==> src/rtl/bls_pkg.sv <==
package bls_pkg;

    // Opcodes of an input word.
    localparam logic OP_LOAD = 1'b0;
    localparam logic OP_STEP = 1'b1;

    // Configuration register indexes.
    localparam int CFG_INDEX_BITS = 1;
    localparam logic [CFG_INDEX_BITS-1:0] REG_SCREEN_WIDTH  = 1'b0;
    localparam logic [CFG_INDEX_BITS-1:0] REG_SCREEN_HEIGHT = 1'b1;

    // Screen size after reset.
    localparam int WIDTH_RESET  = 640;
    localparam int HEIGHT_RESET = 480;

    // Octant cases of a line once x has been made non-decreasing.
    typedef enum logic [1:0] {
        SHALLOW_RISE = 2'd0,
        STEEP_RISE   = 2'd1,
        STEEP_FALL   = 2'd2,
        SHALLOW_FALL = 2'd3
    } octant_t;

    // Decision of the load logic handed to the stepping state.
    typedef struct packed {
        logic    accept;
        octant_t octant;
    } load_ctrl_t;

endpackage

==> src/rtl/bls_in_if.sv <==
interface bls_in_if #(
    parameter int COORD_BITS = 12
);
    logic                         valid;
    logic                         ready;
    logic                         opcode;
    logic signed [COORD_BITS:0]   start_x;
    logic signed [COORD_BITS:0]   start_y;
    logic signed [COORD_BITS:0]   end_x;
    logic signed [COORD_BITS:0]   end_y;

    modport source (
        output valid, opcode, start_x, start_y, end_x, end_y,
        input  ready
    );

    modport sink (
        input  valid, opcode, start_x, start_y, end_x, end_y,
        output ready
    );
endinterface

==> src/rtl/bls_out_if.sv <==
interface bls_out_if #(
    parameter int COORD_BITS = 12
);
    logic                    valid;
    logic                    ready;
    logic                    line_accepted;
    logic                    pixel_valid;
    logic [COORD_BITS-1:0]   pixel_x;
    logic [COORD_BITS-1:0]   pixel_y;
    logic                    last_pixel;

    modport source (
        output valid, line_accepted, pixel_valid, pixel_x, pixel_y, last_pixel,
        input  ready
    );

    modport sink (
        input  valid, line_accepted, pixel_valid, pixel_x, pixel_y, last_pixel,
        output ready
    );
endinterface

==> src/rtl/bls_load_calc.sv <==
module bls_load_calc #(
    parameter int COORD_BITS = 12
) (
    input  logic [COORD_BITS-1:0]   screen_width,
    input  logic [COORD_BITS-1:0]   screen_height,
    input  logic signed [COORD_BITS:0] start_x,
    input  logic signed [COORD_BITS:0] start_y,
    input  logic signed [COORD_BITS:0] end_x,
    input  logic signed [COORD_BITS:0] end_y,
    output bls_pkg::load_ctrl_t     ctrl,
    output logic signed [COORD_BITS:0] delta_x,
    output logic signed [COORD_BITS:0] delta_y,
    output logic [COORD_BITS-1:0]   first_x,
    output logic [COORD_BITS-1:0]   first_y,
    output logic [COORD_BITS-1:0]   major_end
);

    logic signed [COORD_BITS:0] width_s;
    logic signed [COORD_BITS:0] height_s;
    logic                       start_ok;
    logic                       end_ok;
    logic                       swap;
    logic signed [COORD_BITS:0] x0;
    logic signed [COORD_BITS:0] y0;
    logic signed [COORD_BITS:0] x1;
    logic signed [COORD_BITS:0] y1;
    logic signed [COORD_BITS:0] neg_dy;

    assign width_s  = $signed({1'b0, screen_width});
    assign height_s = $signed({1'b0, screen_height});

    // Both endpoints must sit strictly inside the screen.
    assign start_ok = !start_x[COORD_BITS] && (start_x != '0) && (start_x < width_s) &&
                      !start_y[COORD_BITS] && (start_y != '0) && (start_y < height_s);
    assign end_ok   = !end_x[COORD_BITS] && (end_x != '0) && (end_x < width_s) &&
                      !end_y[COORD_BITS] && (end_y != '0) && (end_y < height_s);

    // Order the endpoints so that x does not decrease along the line.
    assign swap = start_x > end_x;
    assign x0   = swap ? end_x   : start_x;
    assign y0   = swap ? end_y   : start_y;
    assign x1   = swap ? start_x : end_x;
    assign y1   = swap ? start_y : end_y;

    assign delta_x = x1 - x0;
    assign delta_y = y1 - y0;
    assign neg_dy  = -delta_y;

    always_comb
    begin
        ctrl.accept = start_ok && end_ok;
        if (!delta_y[COORD_BITS] && (delta_x >= delta_y))
        begin
            ctrl.octant = bls_pkg::SHALLOW_RISE;
        end
        else if (delta_y >= delta_x)
        begin
            ctrl.octant = bls_pkg::STEEP_RISE;
        end
        else if (neg_dy >= delta_x)
        begin
            ctrl.octant = bls_pkg::STEEP_FALL;
        end
        else
        begin
            ctrl.octant = bls_pkg::SHALLOW_FALL;
        end
    end

    assign first_x   = x0[COORD_BITS-1:0];
    assign first_y   = y0[COORD_BITS-1:0];
    assign major_end = ((ctrl.octant == bls_pkg::SHALLOW_RISE) ||
                        (ctrl.octant == bls_pkg::SHALLOW_FALL)) ?
                       x1[COORD_BITS-1:0] : y1[COORD_BITS-1:0];

endmodule

==> src/rtl/bls_core.sv <==
module bls_core #(
    parameter int COORD_BITS = 12
) (
    input  logic                       clk,
    input  logic                       rst_n,
    input  logic                       fire,
    input  logic                       opcode,
    input  logic signed [COORD_BITS:0] start_x,
    input  logic signed [COORD_BITS:0] start_y,
    input  logic signed [COORD_BITS:0] end_x,
    input  logic signed [COORD_BITS:0] end_y,
    input  logic [COORD_BITS-1:0]      screen_width,
    input  logic [COORD_BITS-1:0]      screen_height,
    output logic                       line_accepted,
    output logic                       pixel_valid,
    output logic [COORD_BITS-1:0]      pixel_x,
    output logic [COORD_BITS-1:0]      pixel_y,
    output logic                       last_pixel
);

    localparam int ERR_BITS = COORD_BITS + 2;
    localparam int SUM_BITS = COORD_BITS + 4;

    bls_pkg::load_ctrl_t        ld_ctrl;
    logic signed [COORD_BITS:0] ld_dx;
    logic signed [COORD_BITS:0] ld_dy;
    logic [COORD_BITS-1:0]      ld_x;
    logic [COORD_BITS-1:0]      ld_y;
    logic [COORD_BITS-1:0]      ld_major_end;

    logic                         line_active_reg;
    logic [COORD_BITS-1:0]        cursor_x_reg;
    logic [COORD_BITS-1:0]        cursor_y_reg;
    logic [COORD_BITS-1:0]        major_end_reg;
    logic signed [ERR_BITS-1:0]   error_reg;
    logic signed [COORD_BITS:0]   delta_x_reg;
    logic signed [COORD_BITS:0]   delta_y_reg;
    bls_pkg::octant_t             octant_reg;

    logic                         line_active_next;
    logic [COORD_BITS-1:0]        cursor_x_next;
    logic [COORD_BITS-1:0]        cursor_y_next;
    logic [COORD_BITS-1:0]        major_end_next;
    logic signed [ERR_BITS-1:0]   error_next;
    logic signed [COORD_BITS:0]   delta_x_next;
    logic signed [COORD_BITS:0]   delta_y_next;
    bls_pkg::octant_t             octant_next;

    logic                         is_last;
    logic signed [SUM_BITS-1:0]   err_w;
    logic signed [SUM_BITS-1:0]   dx_w;
    logic signed [SUM_BITS-1:0]   dy_w;
    logic signed [SUM_BITS-1:0]   sum_w;
    logic signed [SUM_BITS-1:0]   new_err;
    logic [COORD_BITS-1:0]        adv_x;
    logic [COORD_BITS-1:0]        adv_y;

    bls_load_calc #(
        .COORD_BITS (COORD_BITS)
    ) u_load_calc (
        .screen_width  (screen_width),
        .screen_height (screen_height),
        .start_x       (start_x),
        .start_y       (start_y),
        .end_x         (end_x),
        .end_y         (end_y),
        .ctrl          (ld_ctrl),
        .delta_x       (ld_dx),
        .delta_y       (ld_dy),
        .first_x       (ld_x),
        .first_y       (ld_y),
        .major_end     (ld_major_end)
    );

    assign is_last = ((octant_reg == bls_pkg::SHALLOW_RISE) ||
                      (octant_reg == bls_pkg::SHALLOW_FALL)) ?
                     (cursor_x_reg == major_end_reg) : (cursor_y_reg == major_end_reg);

    assign err_w = SUM_BITS'(error_reg);
    assign dx_w  = SUM_BITS'(delta_x_reg);
    assign dy_w  = SUM_BITS'(delta_y_reg);

    // One Bresenham step: an add on the error term, one compare, and a minor-axis correction.
    always_comb
    begin
        adv_x = cursor_x_reg;
        adv_y = cursor_y_reg;
        unique case (octant_reg)
            bls_pkg::SHALLOW_RISE:
            begin
                sum_w = err_w + dy_w;
                if ((sum_w <<< 1) < dx_w)
                begin
                    new_err = sum_w;
                end
                else
                begin
                    new_err = sum_w - dx_w;
                    adv_y   = cursor_y_reg + 1'b1;
                end
                adv_x = cursor_x_reg + 1'b1;
            end
            bls_pkg::STEEP_RISE:
            begin
                sum_w = err_w + dx_w;
                if ((sum_w <<< 1) < dy_w)
                begin
                    new_err = sum_w;
                end
                else
                begin
                    new_err = sum_w - dy_w;
                    adv_x   = cursor_x_reg + 1'b1;
                end
                adv_y = cursor_y_reg + 1'b1;
            end
            bls_pkg::STEEP_FALL:
            begin
                sum_w = err_w + dx_w;
                if ((sum_w <<< 1) < -dy_w)
                begin
                    new_err = sum_w;
                end
                else
                begin
                    new_err = sum_w + dy_w;
                    adv_x   = cursor_x_reg + 1'b1;
                end
                adv_y = cursor_y_reg - 1'b1;
            end
            default:
            begin
                sum_w = err_w + dy_w;
                if ((sum_w <<< 1) > -dx_w)
                begin
                    new_err = sum_w;
                end
                else
                begin
                    new_err = sum_w + dx_w;
                    adv_y   = cursor_y_reg - 1'b1;
                end
                adv_x = cursor_x_reg + 1'b1;
            end
        endcase
    end

    always_comb
    begin
        line_active_next = line_active_reg;
        cursor_x_next    = cursor_x_reg;
        cursor_y_next    = cursor_y_reg;
        major_end_next   = major_end_reg;
        error_next       = error_reg;
        delta_x_next     = delta_x_reg;
        delta_y_next     = delta_y_reg;
        octant_next      = octant_reg;

        line_accepted = 1'b0;
        pixel_valid   = 1'b0;
        pixel_x       = '0;
        pixel_y       = '0;
        last_pixel    = 1'b0;

        if (opcode == bls_pkg::OP_LOAD)
        begin
            line_accepted    = ld_ctrl.accept;
            line_active_next = ld_ctrl.accept;
            if (ld_ctrl.accept)
            begin
                cursor_x_next  = ld_x;
                cursor_y_next  = ld_y;
                major_end_next = ld_major_end;
                error_next     = '0;
                delta_x_next   = ld_dx;
                delta_y_next   = ld_dy;
                octant_next    = ld_ctrl.octant;
            end
        end
        else if (line_active_reg)
        begin
            pixel_valid = 1'b1;
            pixel_x     = cursor_x_reg;
            pixel_y     = cursor_y_reg;
            last_pixel  = is_last;
            if (is_last)
            begin
                line_active_next = 1'b0;
            end
            else
            begin
                cursor_x_next = adv_x;
                cursor_y_next = adv_y;
                error_next    = new_err[ERR_BITS-1:0];
            end
        end
    end

    always_ff @(posedge clk or negedge rst_n)
    begin
        if (!rst_n)
        begin
            line_active_reg <= 1'b0;
            cursor_x_reg    <= '0;
            cursor_y_reg    <= '0;
            major_end_reg   <= '0;
            error_reg       <= '0;
            delta_x_reg     <= '0;
            delta_y_reg     <= '0;
            octant_reg      <= bls_pkg::SHALLOW_RISE;
        end
        else if (fire)
        begin
            line_active_reg <= line_active_next;
            cursor_x_reg    <= cursor_x_next;
            cursor_y_reg    <= cursor_y_next;
            major_end_reg   <= major_end_next;
            error_reg       <= error_next;
            delta_x_reg     <= delta_x_next;
            delta_y_reg     <= delta_y_next;
            octant_reg      <= octant_next;
        end
    end

    // The line ends right after its last pixel is handed out.
    a_last_ends_line: assert property (@(posedge clk) disable iff (!rst_n)
        (fire && (opcode == bls_pkg::OP_STEP) && line_active_reg && is_last)
        |=> !line_active_reg)
        else $error("line still active after last pixel");

    // A load leaves the line active exactly when its endpoints were accepted.
    a_load_sets_active: assert property (@(posedge clk) disable iff (!rst_n)
        (fire && (opcode == bls_pkg::OP_LOAD))
        |=> (line_active_reg == $past(ld_ctrl.accept)))
        else $error("line state does not follow load decision");

    // Every accepted load restarts the error term.
    a_load_clears_error: assert property (@(posedge clk) disable iff (!rst_n)
        (fire && (opcode == bls_pkg::OP_LOAD) && ld_ctrl.accept)
        |=> (error_reg == '0))
        else $error("error term not cleared on load");

endmodule

==> src/rtl/bresenham_line_stepper.sv <==
// Integer Bresenham line stepper. A load word (opcode 0) carries two endpoints;
// the line starts only if both lie strictly inside the screen set by the
// screen_width and screen_height registers, and the result word reports that in
// line_accepted. Each step word (opcode 1) then returns one pixel of the line,
// starting at the endpoint with the smaller x, with last_pixel set on the final
// one; a step word while no line is active returns pixel_valid low. Every input
// word yields exactly one result word. The block takes one word per clock and
// delivers one result per clock while out_ch.ready is high: a word waits in
// the input register, where the load checks or one error-term add and compare
// decide the next line state, and its result is captured in the output register
// as the word leaves. The output register lets a new word enter while a finished
// result waits to be taken. Configuration writes are meant to happen while no
// word is in flight.
module bresenham_line_stepper #(
    parameter int COORD_BITS = 12
) (
    input  logic                                  clk,
    input  logic                                  rst_n,
    input  logic                                  cfg_we,
    input  logic [bls_pkg::CFG_INDEX_BITS-1:0]    cfg_index,
    input  logic [COORD_BITS-1:0]                 cfg_data,
    bls_in_if.sink                                in_ch,
    bls_out_if.source                             out_ch
);

    // Screen size registers.
    logic [COORD_BITS-1:0] screen_width_reg;
    logic [COORD_BITS-1:0] screen_height_reg;

    // Input register: the word being worked on this cycle.
    logic                       in_valid_reg;
    logic                       opcode_reg;
    logic signed [COORD_BITS:0] start_x_reg;
    logic signed [COORD_BITS:0] start_y_reg;
    logic signed [COORD_BITS:0] end_x_reg;
    logic signed [COORD_BITS:0] end_y_reg;

    // Output register holding the finished result word.
    logic                  out_valid_reg;
    logic                  line_accepted_reg;
    logic                  pixel_valid_reg;
    logic [COORD_BITS-1:0] pixel_x_reg;
    logic [COORD_BITS-1:0] pixel_y_reg;
    logic                  last_pixel_reg;

    // Result of the word in the input register.
    logic                  res_line_accepted;
    logic                  res_pixel_valid;
    logic [COORD_BITS-1:0] res_pixel_x;
    logic [COORD_BITS-1:0] res_pixel_y;
    logic                  res_last_pixel;

    logic in_fire;
    logic work_fire;

    // The working word moves on whenever the output register is free or
    // is being emptied this cycle; the input register refills in the same cycle.
    assign work_fire   = in_valid_reg && (!out_valid_reg || out_ch.ready);
    assign in_ch.ready = !in_valid_reg || work_fire;
    assign in_fire     = in_ch.valid && in_ch.ready;

    always_ff @(posedge clk or negedge rst_n)
    begin
        if (!rst_n)
        begin
            screen_width_reg  <= COORD_BITS'(bls_pkg::WIDTH_RESET);
            screen_height_reg <= COORD_BITS'(bls_pkg::HEIGHT_RESET);
        end
        else if (cfg_we)
        begin
            unique case (cfg_index)
                bls_pkg::REG_SCREEN_WIDTH:  screen_width_reg  <= cfg_data;
                bls_pkg::REG_SCREEN_HEIGHT: screen_height_reg <= cfg_data;
                default:
                begin
                end
            endcase
        end
    end

    always_ff @(posedge clk or negedge rst_n)
    begin
        if (!rst_n)
        begin
            in_valid_reg <= 1'b0;
        end
        else if (in_ch.ready)
        begin
            in_valid_reg <= in_ch.valid;
        end
    end

    always_ff @(posedge clk)
    begin
        if (in_fire)
        begin
            opcode_reg  <= in_ch.opcode;
            start_x_reg <= in_ch.start_x;
            start_y_reg <= in_ch.start_y;
            end_x_reg   <= in_ch.end_x;
            end_y_reg   <= in_ch.end_y;
        end
    end

    bls_core #(
        .COORD_BITS (COORD_BITS)
    ) u_core (
        .clk           (clk),
        .rst_n         (rst_n),
        .fire          (work_fire),
        .opcode        (opcode_reg),
        .start_x       (start_x_reg),
        .start_y       (start_y_reg),
        .end_x         (end_x_reg),
        .end_y         (end_y_reg),
        .screen_width  (screen_width_reg),
        .screen_height (screen_height_reg),
        .line_accepted (res_line_accepted),
        .pixel_valid   (res_pixel_valid),
        .pixel_x       (res_pixel_x),
        .pixel_y       (res_pixel_y),
        .last_pixel    (res_last_pixel)
    );

    always_ff @(posedge clk or negedge rst_n)
    begin
        if (!rst_n)
        begin
            out_valid_reg <= 1'b0;
        end
        else if (work_fire)
        begin
            out_valid_reg <= 1'b1;
        end
        else if (out_ch.ready)
        begin
            out_valid_reg <= 1'b0;
        end
    end

    always_ff @(posedge clk)
    begin
        if (work_fire)
        begin
            line_accepted_reg <= res_line_accepted;
            pixel_valid_reg   <= res_pixel_valid;
            pixel_x_reg       <= res_pixel_x;
            pixel_y_reg       <= res_pixel_y;
            last_pixel_reg    <= res_last_pixel;
        end
    end

    assign out_ch.valid         = out_valid_reg;
    assign out_ch.line_accepted = line_accepted_reg;
    assign out_ch.pixel_valid   = pixel_valid_reg;
    assign out_ch.pixel_x       = pixel_x_reg;
    assign out_ch.pixel_y       = pixel_y_reg;
    assign out_ch.last_pixel    = last_pixel_reg;

    // A result word is either a load answer or a pixel, never both.
    a_result_kind: assert property (@(posedge clk) disable iff (!rst_n)
        (out_valid_reg && line_accepted_reg) |-> !pixel_valid_reg)
        else $error("result marks both an accepted line and a pixel");

    // An empty input register never holds off the source.
    a_empty_ready: assert property (@(posedge clk) disable iff (!rst_n)
        !in_valid_reg |-> in_ch.ready)
        else $error("input stalled with empty input register");

    // A word that leaves the input register always lands in the output register.
    a_word_lands: assert property (@(posedge clk) disable iff (!rst_n)
        work_fire |=> out_valid_reg)
        else $error("processed word lost before the output register");

endmodule
==> src/flat_wrapper.sv <==
// flat-port wrapper written by rule: the top's interface ports become plain ports
module bresenham_line_stepper_flat 
#(
    parameter int COORD_BITS = 12
)
  (clk, rst_n, cfg_we, cfg_index, cfg_data, in_ch_valid, in_ch_opcode, in_ch_start_x, in_ch_start_y, in_ch_end_x, in_ch_end_y, in_ch_ready, out_ch_valid, out_ch_line_accepted, out_ch_pixel_valid, out_ch_pixel_x, out_ch_pixel_y, out_ch_last_pixel, out_ch_ready);
  bls_in_if #(.COORD_BITS(COORD_BITS)) in_ch_i ();
  bls_out_if #(.COORD_BITS(COORD_BITS)) out_ch_i ();
  input  logic clk;
  input  logic rst_n;
  input  logic cfg_we;
  input  logic [bls_pkg::CFG_INDEX_BITS-1:0] cfg_index;
  input  logic [COORD_BITS-1:0] cfg_data;
  input wire logic [$bits(in_ch_i.valid)-1:0] in_ch_valid;
  input wire logic [$bits(in_ch_i.opcode)-1:0] in_ch_opcode;
  input wire logic [$bits(in_ch_i.start_x)-1:0] in_ch_start_x;
  input wire logic [$bits(in_ch_i.start_y)-1:0] in_ch_start_y;
  input wire logic [$bits(in_ch_i.end_x)-1:0] in_ch_end_x;
  input wire logic [$bits(in_ch_i.end_y)-1:0] in_ch_end_y;
  output wire logic [$bits(in_ch_i.ready)-1:0] in_ch_ready;
  output wire logic [$bits(out_ch_i.valid)-1:0] out_ch_valid;
  output wire logic [$bits(out_ch_i.line_accepted)-1:0] out_ch_line_accepted;
  output wire logic [$bits(out_ch_i.pixel_valid)-1:0] out_ch_pixel_valid;
  output wire logic [$bits(out_ch_i.pixel_x)-1:0] out_ch_pixel_x;
  output wire logic [$bits(out_ch_i.pixel_y)-1:0] out_ch_pixel_y;
  output wire logic [$bits(out_ch_i.last_pixel)-1:0] out_ch_last_pixel;
  input wire logic [$bits(out_ch_i.ready)-1:0] out_ch_ready;
  assign in_ch_i.valid = in_ch_valid;
  assign in_ch_i.opcode = in_ch_opcode;
  assign in_ch_i.start_x = in_ch_start_x;
  assign in_ch_i.start_y = in_ch_start_y;
  assign in_ch_i.end_x = in_ch_end_x;
  assign in_ch_i.end_y = in_ch_end_y;
  assign in_ch_ready = in_ch_i.ready;
  assign out_ch_valid = out_ch_i.valid;
  assign out_ch_line_accepted = out_ch_i.line_accepted;
  assign out_ch_pixel_valid = out_ch_i.pixel_valid;
  assign out_ch_pixel_x = out_ch_i.pixel_x;
  assign out_ch_pixel_y = out_ch_i.pixel_y;
  assign out_ch_last_pixel = out_ch_i.last_pixel;
  assign out_ch_i.ready = out_ch_ready;
  bresenham_line_stepper #(.COORD_BITS(COORD_BITS)) u_core (.clk(clk), .rst_n(rst_n), .cfg_we(cfg_we), .cfg_index(cfg_index), .cfg_data(cfg_data), .in_ch(in_ch_i), .out_ch(out_ch_i));
endmodule
==> config.mk <==
export PLATFORM = sky130hd
export DESIGN_NAME = bresenham_line_stepper_flat
export DESIGN_NICKNAME = d
export VERILOG_FILES = /design/src/rtl/bls_pkg.sv /design/src/rtl/bls_in_if.sv /design/src/rtl/bls_out_if.sv /design/src/rtl/bls_load_calc.sv /design/src/rtl/bls_core.sv /design/src/rtl/bresenham_line_stepper.sv /design/src/flat_wrapper.sv
export SDC_FILE = /design/constraint.sdc
export NUM_CORES = 1
export LEC_CHECK = 0
export ABC_AREA = 1
export BUFFER_PORTS_ARGS = -buffer_cell sky130_fd_sc_hd__buf_2
export CAP_MARGIN = 20
export CORE_ASPECT_RATIO = 0.75
export CORE_MARGIN = 4
export CORE_UTILIZATION = 60
export CTS_BUF_LIST = sky130_fd_sc_hd__clkbuf_8
export DETAILED_ROUTE_END_ITERATION = 7
export PLACE_DENSITY = 0.85
export RECOVER_POWER = 100
export SLEW_MARGIN = 20
export SYNTH_ARGS = -nofsm -noshare
export SYNTH_HDL_FRONTEND = slang
export SYNTH_SLANG_ARGS = --single-unit
==> constraint.sdc <==
create_clock -name clk -period 7.45 [get_ports clk]
set_input_delay 0.745 -clock clk [delete_from_list [all_inputs] [get_ports clk]]
set_output_delay 0.745 -clock clk [all_outputs]
set_load 0.05 [all_outputs]
==> key figures, run 1 <==
Synthesis
  – Proportion of synthesized flip-flops having asynchronous set or reset: 56.76%
  – Cell area after synthesis: 18280 sq um
  – Cell accounting for the most synthesized area: ha_1
  – Biggest area contributors in the synthesized netlist: ha_1, dfrtp_1, edfxtp_1, nand2_1, inv_1
  – Post-synthesis sequential area ratio: 27.56%
  – Count of mapped cells out of synthesis: 2518
  – #FFs+latches synth: 185
  – Mapped Avg Cell Area: 7.258 sq um
  – Synth cell count leaders: nand2_1, inv_1, ha_1, o21ai_0, a21oi_1
  – Number of synthesized flops with an enable pin: 80
  – Most numerous cell in the Yosys netlist: nand2_1
  – Warning count from the yosys run: 0
  – Yosys top cell area share: 16.23%
  – Mapped Nets: 2834
  – Synth Flop Type: dfrtp_1
  – Synth cell types: 59

Clocking
  – # resized after CTS: 0
  – Register clock-pin slew on the reported worst setup and hold paths: 110 ps
  – CTS Root Buffer Type: clkbuf_8
  – Clk buf depth: 2
  – H-Tree Depth: 4
  – Insertion delay to the later sink of the worst-skew pair: 530 ps
  – Number of setup buffers added after CTS: 0
  – Total CTS buffers: 17
  – Total number of clock tree sinks: 185
  – CTS tree: yes
  – Hold-fix buffers at CTS: 0

Floorplanning
  – Horizontal die dimension: 209.5 um
  – Area enclosed by the die boundary: 33340 sq um
  – Initial Utilization: 60.77%
  – Die boundary height: 159.1 um
  – Number of top-level pins: 100
  – Core outline area: 30070 sq um
  – Std-Cell Rows: 55

Power and ir drop
  – Cell Pwr Density: 380.9 nW/um^2
  – Switching portion of total power: 56.66%
  – Power consumption: 7360 uW
  – Static Leakage: 0.009793 uW
  – Worst vdd ir: 0.0001966 V
  – Clock Power Share: 9.8%
  – Internal power: 3190 uW
  – Proportion of power drawn by flip-flops and latches: 19.0%
  – NetSw: 4170 uW
  – Power share of the combinational group: 71.2%

Placement
  – Input/output buffers: 99
  – HPWL after detailed placement: 47.38 mm
  – Total placed cells including tap cells: 2961
  – Placer Congestion: 1.022

GRT
  – Met1 GRT Util: 52.57%
  – Met3 capacity usage during global routing: 11.94%
  – Number of global-route vias before repair: 16299
  – Global-route usage over all layers: 33.98%
  – First-pass GRT wire length: 89.51 mm
  – Largest net degree at the start of global routing: 89
  – Met2 Usage GRT: 45.52%
  – Peak-usage layer in the global routing report: met1
  – Initial antenna violation count: 1
  – Remaining global-route overflow: 0

Timing
  – Final Critical Period: 6622 ps
  – Post-route worst hold slack: 390.9 ps
  – Final Slew Violations: 256
  – Fmax achieved: 151.0 MHz
  – RSZ-0062 raised after global routing: false
  – Ratio of final minimum period to clock period: 88.88%
  – Clock Skews: 27.09 ps
  – Setup total negative slack: 0 ps
  – Transition at the pin with the smallest max-transition slack: 3345 ps
  – Final hold viol count: 0
  – Final setup violating endpoints: 0
  – Tightest slew margin relative to the limit: -123.0%

Layout
  – Area growth from synthesis to layout: 5.724%
  – Total inserted antenna cells: 0
  – Number of filler cells placed in the layout: 2654
  – Area occupied by multi-input gates: 11560 sq um
  – Final design utilization: 64.25%
  – Max reg flops: 14
  – Net count, final: 2897
  – Layout cells sized above 1: 6.631%
  – Seq. cell area: 5037 sq um
  – Non-filler instance count after layout: 2993

Critical path
  – Top cell by count, worst path: nand2_1
  – Max Fanout on Critical Path: 88
  – CP Data Arrival Time: 7080 ps
  – Required arrival time at the worst endpoint: 7910 ps
  – Nature of the critical path startpoint: register
  – Worst path top cell family by delay: simple AND/OR/NAND/NOR gates
  – Worst Path Buf+Inv: 5
  – Critical-path cell with the highest stage delay: nand2_4
  – Critical Path End Type: register
  – Class of the most critical setup path: register to register
  – Largest stage delay, worst path: 550 ps

Drt
  – WL per Instance: 19.39 um
  – Antenna-violating nets left: 0
  – Routed vias: 17976
  – Final wirelength: 58.04 mm
  – Drt via density: 6.006
  – Initial DRC count: 2230
  – DRC violation count after routing: 0
  – Detailed Routing Iterations Pass 1: 8

Hold path
  – Worst min path class: primary input to register

Run status
  – Violations in the final reports: max-capacitance violations, max-slew violations
  – Result of the run: finished with violations

Run
  – Number of max-capacitance violations reported: 6
kinds of logic (layout without fill, tap and decap cells):
logic type | Yosys count | in the layout | share of synthesized area [%]
simple gates | 1023 | 1023 | 24.28
fa+ha+maj | 245 | 245 | 17.10
xor+xnor | 115 | 115 | 5.552
flops | 185 | 185 | 27.56
compound gates | 529 | 529 | 16.36
buf+inv | 421 | 497 | 9.140
final cells by class:
type / instances / area share (%)
clock inverters: 15 / 0.8289
repair buffers: 106 / 2.513
multi-input cells: 1912 / 59.82
inverters: 359 / 6.974
flip-flops and latches: 185 / 26.07
well taps: 399 / 2.584
clock buffers: 17 / 1.211
final timing paths:
kind	startpoint	end	slack (ps)	depth (start not counted)
min	in_ch_end_y[12]	u_core.end_y_reg[12]$_DFFE_PP_	390	1
max in group asynchronous	rst_n	u_core.screen_width_reg[0]$_DFFE_PN0P_	1980	2
min reg2reg	u_core.screen_width_reg[5]$_DFFE_PN0P_	u_core.screen_width_reg[5]$_DFFE_PN0P_	500	2
min in group asynchronous	rst_n	u_core.u_core.delta_x_reg[8]$_DFFE_PN0P_	1170	1
max	u_core.end_x_reg[3]$_DFFE_PP_	u_core.u_core.major_end_reg[1]$_DFFE_PN0P_	830	34
max reg2reg	u_core.end_x_reg[3]$_DFFE_PP_	u_core.u_core.major_end_reg[1]$_DFFE_PN0P_	830	34
metrics by stage:
| stage | setup slack, ps | instance area, sq um |
|---|---|---|
| floorplan | 2550 | 18280 |
| global placement | 1354 | 19000 |
| detailed placement | 1165 | 19000 |
| CTS | 1128 | 19400 |
| global route | 147.4 | 19320 |
| finish | 828.1 | 19320 |
worst reg2reg max path: cells and delay by family, from the launching register on:
kind,cells,cell delay [ps]
AOI/OAI and AO/OA,5,1110
xor gates and xnor gates,1,270
adders and majority gates,3,960
buffers and inverters,5,610
DFF,1,440
and+or+nand+nor,20,3150
cell usage in the layout, fill, tap and decap left out, types with 80 or more instances in the layout:
cell      count
a21oi_1     172
ha_1        237
edfxtp_1     80
nand3_1     106
nand2_1     598
nor2_1      149
dfrtp_1      99
inv_1       350
o21ai_0     214
xor2_1       98
power groups by stage:
stage | sequential, uW | clock [uW] | combinational (uW)
after floorplan | 1400 | 0 | 3720
after global placement | 1400 | 0 | 4910
after detailed placement | 1410 | 0 | 5030
after CTS | 1380 | 721 | 5070
after global routing | 1410 | 760 | 5760
final | 1400 | 719 | 5240
per-layer routing:
metal	up-vias	wire length (um)
met2	1065	22260
met3	86	8884
li1	8561	-
met4	0	1030
met1	8264	25870
met5	-	0
Note: power is estimated with default switching activity, not from simulation.
==> inputs of run 2 (changes only) <==
- ABC_AREA: 1 -> 0
- CORE_ASPECT_RATIO: 0.75 -> default
- SKIP_CTS_REPAIR_TIMING: default -> 1
==> run 2 against run 1 <==
  * The flow still finishes with violations (max-capacitance violations, max-slew violations)
  * Count of clock-buffer cells in the layout did not move
  * Combinational power fell by 16%
  * Critical path type unchanged
  * Die area decreased by 2.0%
  * Critical endpoint is now u_core.u_core.major_end_reg[9]$_DFFE_PN0P_
  * Synthesized area down 2.0%
  * Fmax decreased by 5.7%
  * Total power fell by 11%
  * Highest routed layer unchanged
  * Sequential share of layout area hardly changed
  * Non-clock buffer count grew 42
==> key figures, run 2 <==
Synthesis
  – Synth Flop Type: dfrtp_1
  – Multiplexer fraction of the synthesized cell area: 3.557%
  – Proportion of synthesized flip-flops having asynchronous set or reset: 56.76%
  – Biggest area contributors in the synthesized netlist: ha_1, dfrtp_1, edfxtp_1, o21ai_0, a21oi_1
  – Warning count from the yosys run: 0
  – Cell area after synthesis: 17900 sq um
  – Post-synthesis sequential area ratio: 28.14%
  – Simple logic cell fraction of the synthesized area: 16.79%
  – #FFs+latches synth: 185
  – Synth cell count leaders: ha_1, nand2_1, o21ai_0, a21oi_1, inv_1
  – Synthesized-area fraction occupied by ao, oa, aoi and oai cells: 22.21%
  – Mapped Nets: 2385
  – Synth Area in Adders: 18.13%
  – Dominant combinational cell family by area after synthesis: compound AO/OA/AOI/OAI gates
  – Fraction of synthesized cell area in xor and xnor cells: 6.101%
  – Count of mapped cells out of synthesis: 2069
  – Number of synthesized flops with an enable pin: 80
  – Cell accounting for the most synthesized area: ha_1
  – Synth cell types: 98
  – Yosys top cell area share: 16.56%
  – Most numerous cell in the Yosys netlist: ha_1
  – Mapped Avg Cell Area: 8.653 sq um

Floorplanning
  – Std-Cell Rows: 62
  – Core outline area: 29090 sq um
  – Horizontal die dimension: 180.7 um
  – Number of top-level pins: 100
  – Area enclosed by the die boundary: 32670 sq um
  – Initial Utilization: 61.54%
  – Die boundary height: 180.7 um

Critical path
  – Top cell by count, worst path: ha_1
  – Critical Path End Type: register
  – Largest stage delay, worst path: 530 ps
  – Max Fanout on Critical Path: 20
  – Nature of the critical path startpoint: register
  – CP Data Arrival Time: 7410 ps
  – Critical-path cell with the highest stage delay: edfxtp_1
  – Required arrival time at the worst endpoint: 7840 ps
  – Class of the most critical setup path: register to register

Power and ir drop
  – Internal power: 3208 uW
  – Clock Power Share: 11.9%
  – Worst vdd ir: 0.0003824 V
  – Static Leakage: 0.008845 uW
  – Switching portion of total power: 50.87%
  – NetSw: 3321 uW
  – Power share of the combinational group: 67.3%
  – Cell Pwr Density: 338.4 nW/um^2
  – Proportion of power drawn by flip-flops and latches: 20.8%

Placement
  – Input/output buffers: 99
  – Placer Congestion: 1.030
  – HPWL after detailed placement: 42.75 mm
  – Total placed cells including tap cells: 2519

Timing
  – Transition at the pin with the smallest max-transition slack: 3246 ps
  – Final Slew Violations: 340
  – RSZ-0062 raised after global routing: false
  – Ratio of final minimum period to clock period: 94.22%
  – Clock Skews: 33.48 ps
  – Tightest slew margin relative to the limit: -116.4%
  – Final Critical Period: 7019 ps
  – Final setup violating endpoints: 0
  – Setup total negative slack: 0 ps
  – Final hold viol count: 0
  – Fmax achieved: 142.5 MHz

Clocking
  – Total number of clock tree sinks: 185
  – CTS tree: yes
  – CTS Root Buffer Type: clkbuf_8
  – H-Tree Depth: 4
  – Clk buf depth: 2
  – Insertion delay to the later sink of the worst-skew pair: 500 ps
  – Register clock-pin slew on the reported worst setup and hold paths: 140 ps
  – Total CTS buffers: 17

Hold path
  – Worst min path class: primary input to register

GRT
  – First-pass GRT wire length: 85.84 mm
  – Remaining global-route overflow: 0
  – Initial antenna violation count: 0
  – Largest net degree at the start of global routing: 83
  – Number of global-route vias before repair: 16231
  – Global-route usage over all layers: 32.28%

Drt
  – Drt via density: 6.433
  – Routed vias: 16417
  – Antenna-violating nets left: 0
  – Detailed Routing Iterations Pass 1: 8
  – Final wirelength: 53.93 mm
  – WL per Instance: 21.13 um
  – Initial DRC count: 1812
  – DRC violation count after routing: 0

Layout
  – Total inserted antenna cells: 0
  – Number of filler cells placed in the layout: 2374
  – Layout cells sized above 1: 9.410%
  – Max reg flops: 14
  – Non-filler instance count after layout: 2552
  – Net count, final: 2471
  – Most common cell after layout, fill and taps aside: ha_1
  – Commonest cells after routing, fill and taps aside: ha_1, nand2_1, o21ai_0, a21oi_1, inv_1
  – Area growth from synthesis to layout: 7.772%

Run status
  – Violations in the final reports: max-capacitance violations, max-slew violations
  – Result of the run: finished with violations

Run
  – Number of max-capacitance violations reported: 6
[run 2: changes by cell type after synthesis, moves of 43 or more]
| cell | change |
|---|---|
| xor2_1 | -67 |
| inv_1 | -201 |
| nand3_1 | -72 |
| o21ai_0 | -44 |
| nor2b_1 | +43 |
| xnor2_1 | +74 |
| nand2_1 | -401 |
[run 2: final timing paths]
| path | from | cells after the start | slack (ps) | end |
|---|---|---|---|---|
| max | u_core.end_x_reg[7]$_DFFE_PP_ | 32 | 430 | u_core.u_core.major_end_reg[9]$_DFFE_PN0P_ |
| min | in_ch_opcode | 1 | 410 | u_core.opcode_reg$_DFFE_PP_ |
| max reg2reg | u_core.end_x_reg[7]$_DFFE_PP_ | 32 | 430 | u_core.u_core.major_end_reg[9]$_DFFE_PN0P_ |
| min reg2reg | u_core.screen_height_reg[4]$_DFFE_PN0P_ | 1 | 520 | u_core.screen_height_reg[4]$_DFFE_PN0P_ |
| max in group asynchronous | rst_n | 2 | 2030 | u_core.u_core.delta_y_reg[6]$_DFFE_PN0P_ |
| min in group asynchronous | rst_n | 1 | 1180 | u_core.u_core.cursor_y_reg[9]$_DFFE_PN0P_ |
[run 2: power groups by stage]
stage	Sequential (uW)	Combinational (uW)	Clock, uW
after global placement	1360	4160	0
final	1360	4390	779
after detailed placement	1370	4300	0
after CTS	1350	4320	788
after global routing	1370	4840	829
after floorplan	1340	3200	0
[run 2: cells by family (layout without fill, tap and decap cells)]
kind of cell             Yosys count  after routing
adder cells (fa/ha/maj)          257            257
XOR/XNOR                         123            123
multiplexers                      60             60
flip-flops                       185            185
AO/OA/AOI/OAI                    611            611
buffers and inverters            231            330
AND/OR/NAND/NOR                  602            602
[run 2: cell type report]
type	instances	area, sq um	area share, %
Tap cell	384	480.5	2.490
Clock inverter	15	226.5	1.174
Inverter	150	563.0	2.918
Multi-Input combinational cell	1653	11980	62.09
Sequential cell	185	5037	26.11
Timing Repair Buffer	148	773.2	4.008
Clock buffer	17	234.0	1.213
[run 2: worst max-delay path, delay by kind of cell, from the launching register on]
family | cells | cell delay (ps)
buf+inv | 2 | 340
fa+ha+maj | 4 | 1230
compound gates | 11 | 1810
xor+xnor | 2 | 360
simple gates | 11 | 2200
mux | 2 | 450
flops | 1 | 530
[run 2: metrics by stage]
| step | utilization, % | power (uW) | setup slack, ps | instance area [sq um] | hold slack, ps |
|---|---|---|---|---|---|
| 2_1_floorplan | - | 4532 | 387.7 | 17900 | 448.7 |
| 3_3_place_gp | 65.02 | 5524 | 357.8 | 18910 | 462.7 |
| 3_5_place_dp | 65.03 | 5665 | 533.0 | 18920 | 485.2 |
| 4_1_cts | 66.62 | 6453 | 510.9 | 19380 | 267.7 |
| 5_1_grt | 66.33 | 7041 | 48.99 | 19290 | 381.8 |
| 6_report | 66.33 | 6530 | 430.9 | 19290 | 408.7 |
[run 2: routing by layer]
layer	routed length, um	share of wire (%)	up-vias	track usage [%]
met2	25320	47	727	53.93
met3	4089	7.6	182	4.484
li1	-	-	7729	-
met5	0	0	-	0
met1	21710	40	7779	41.53
met4	2798	5.2	0	15.18
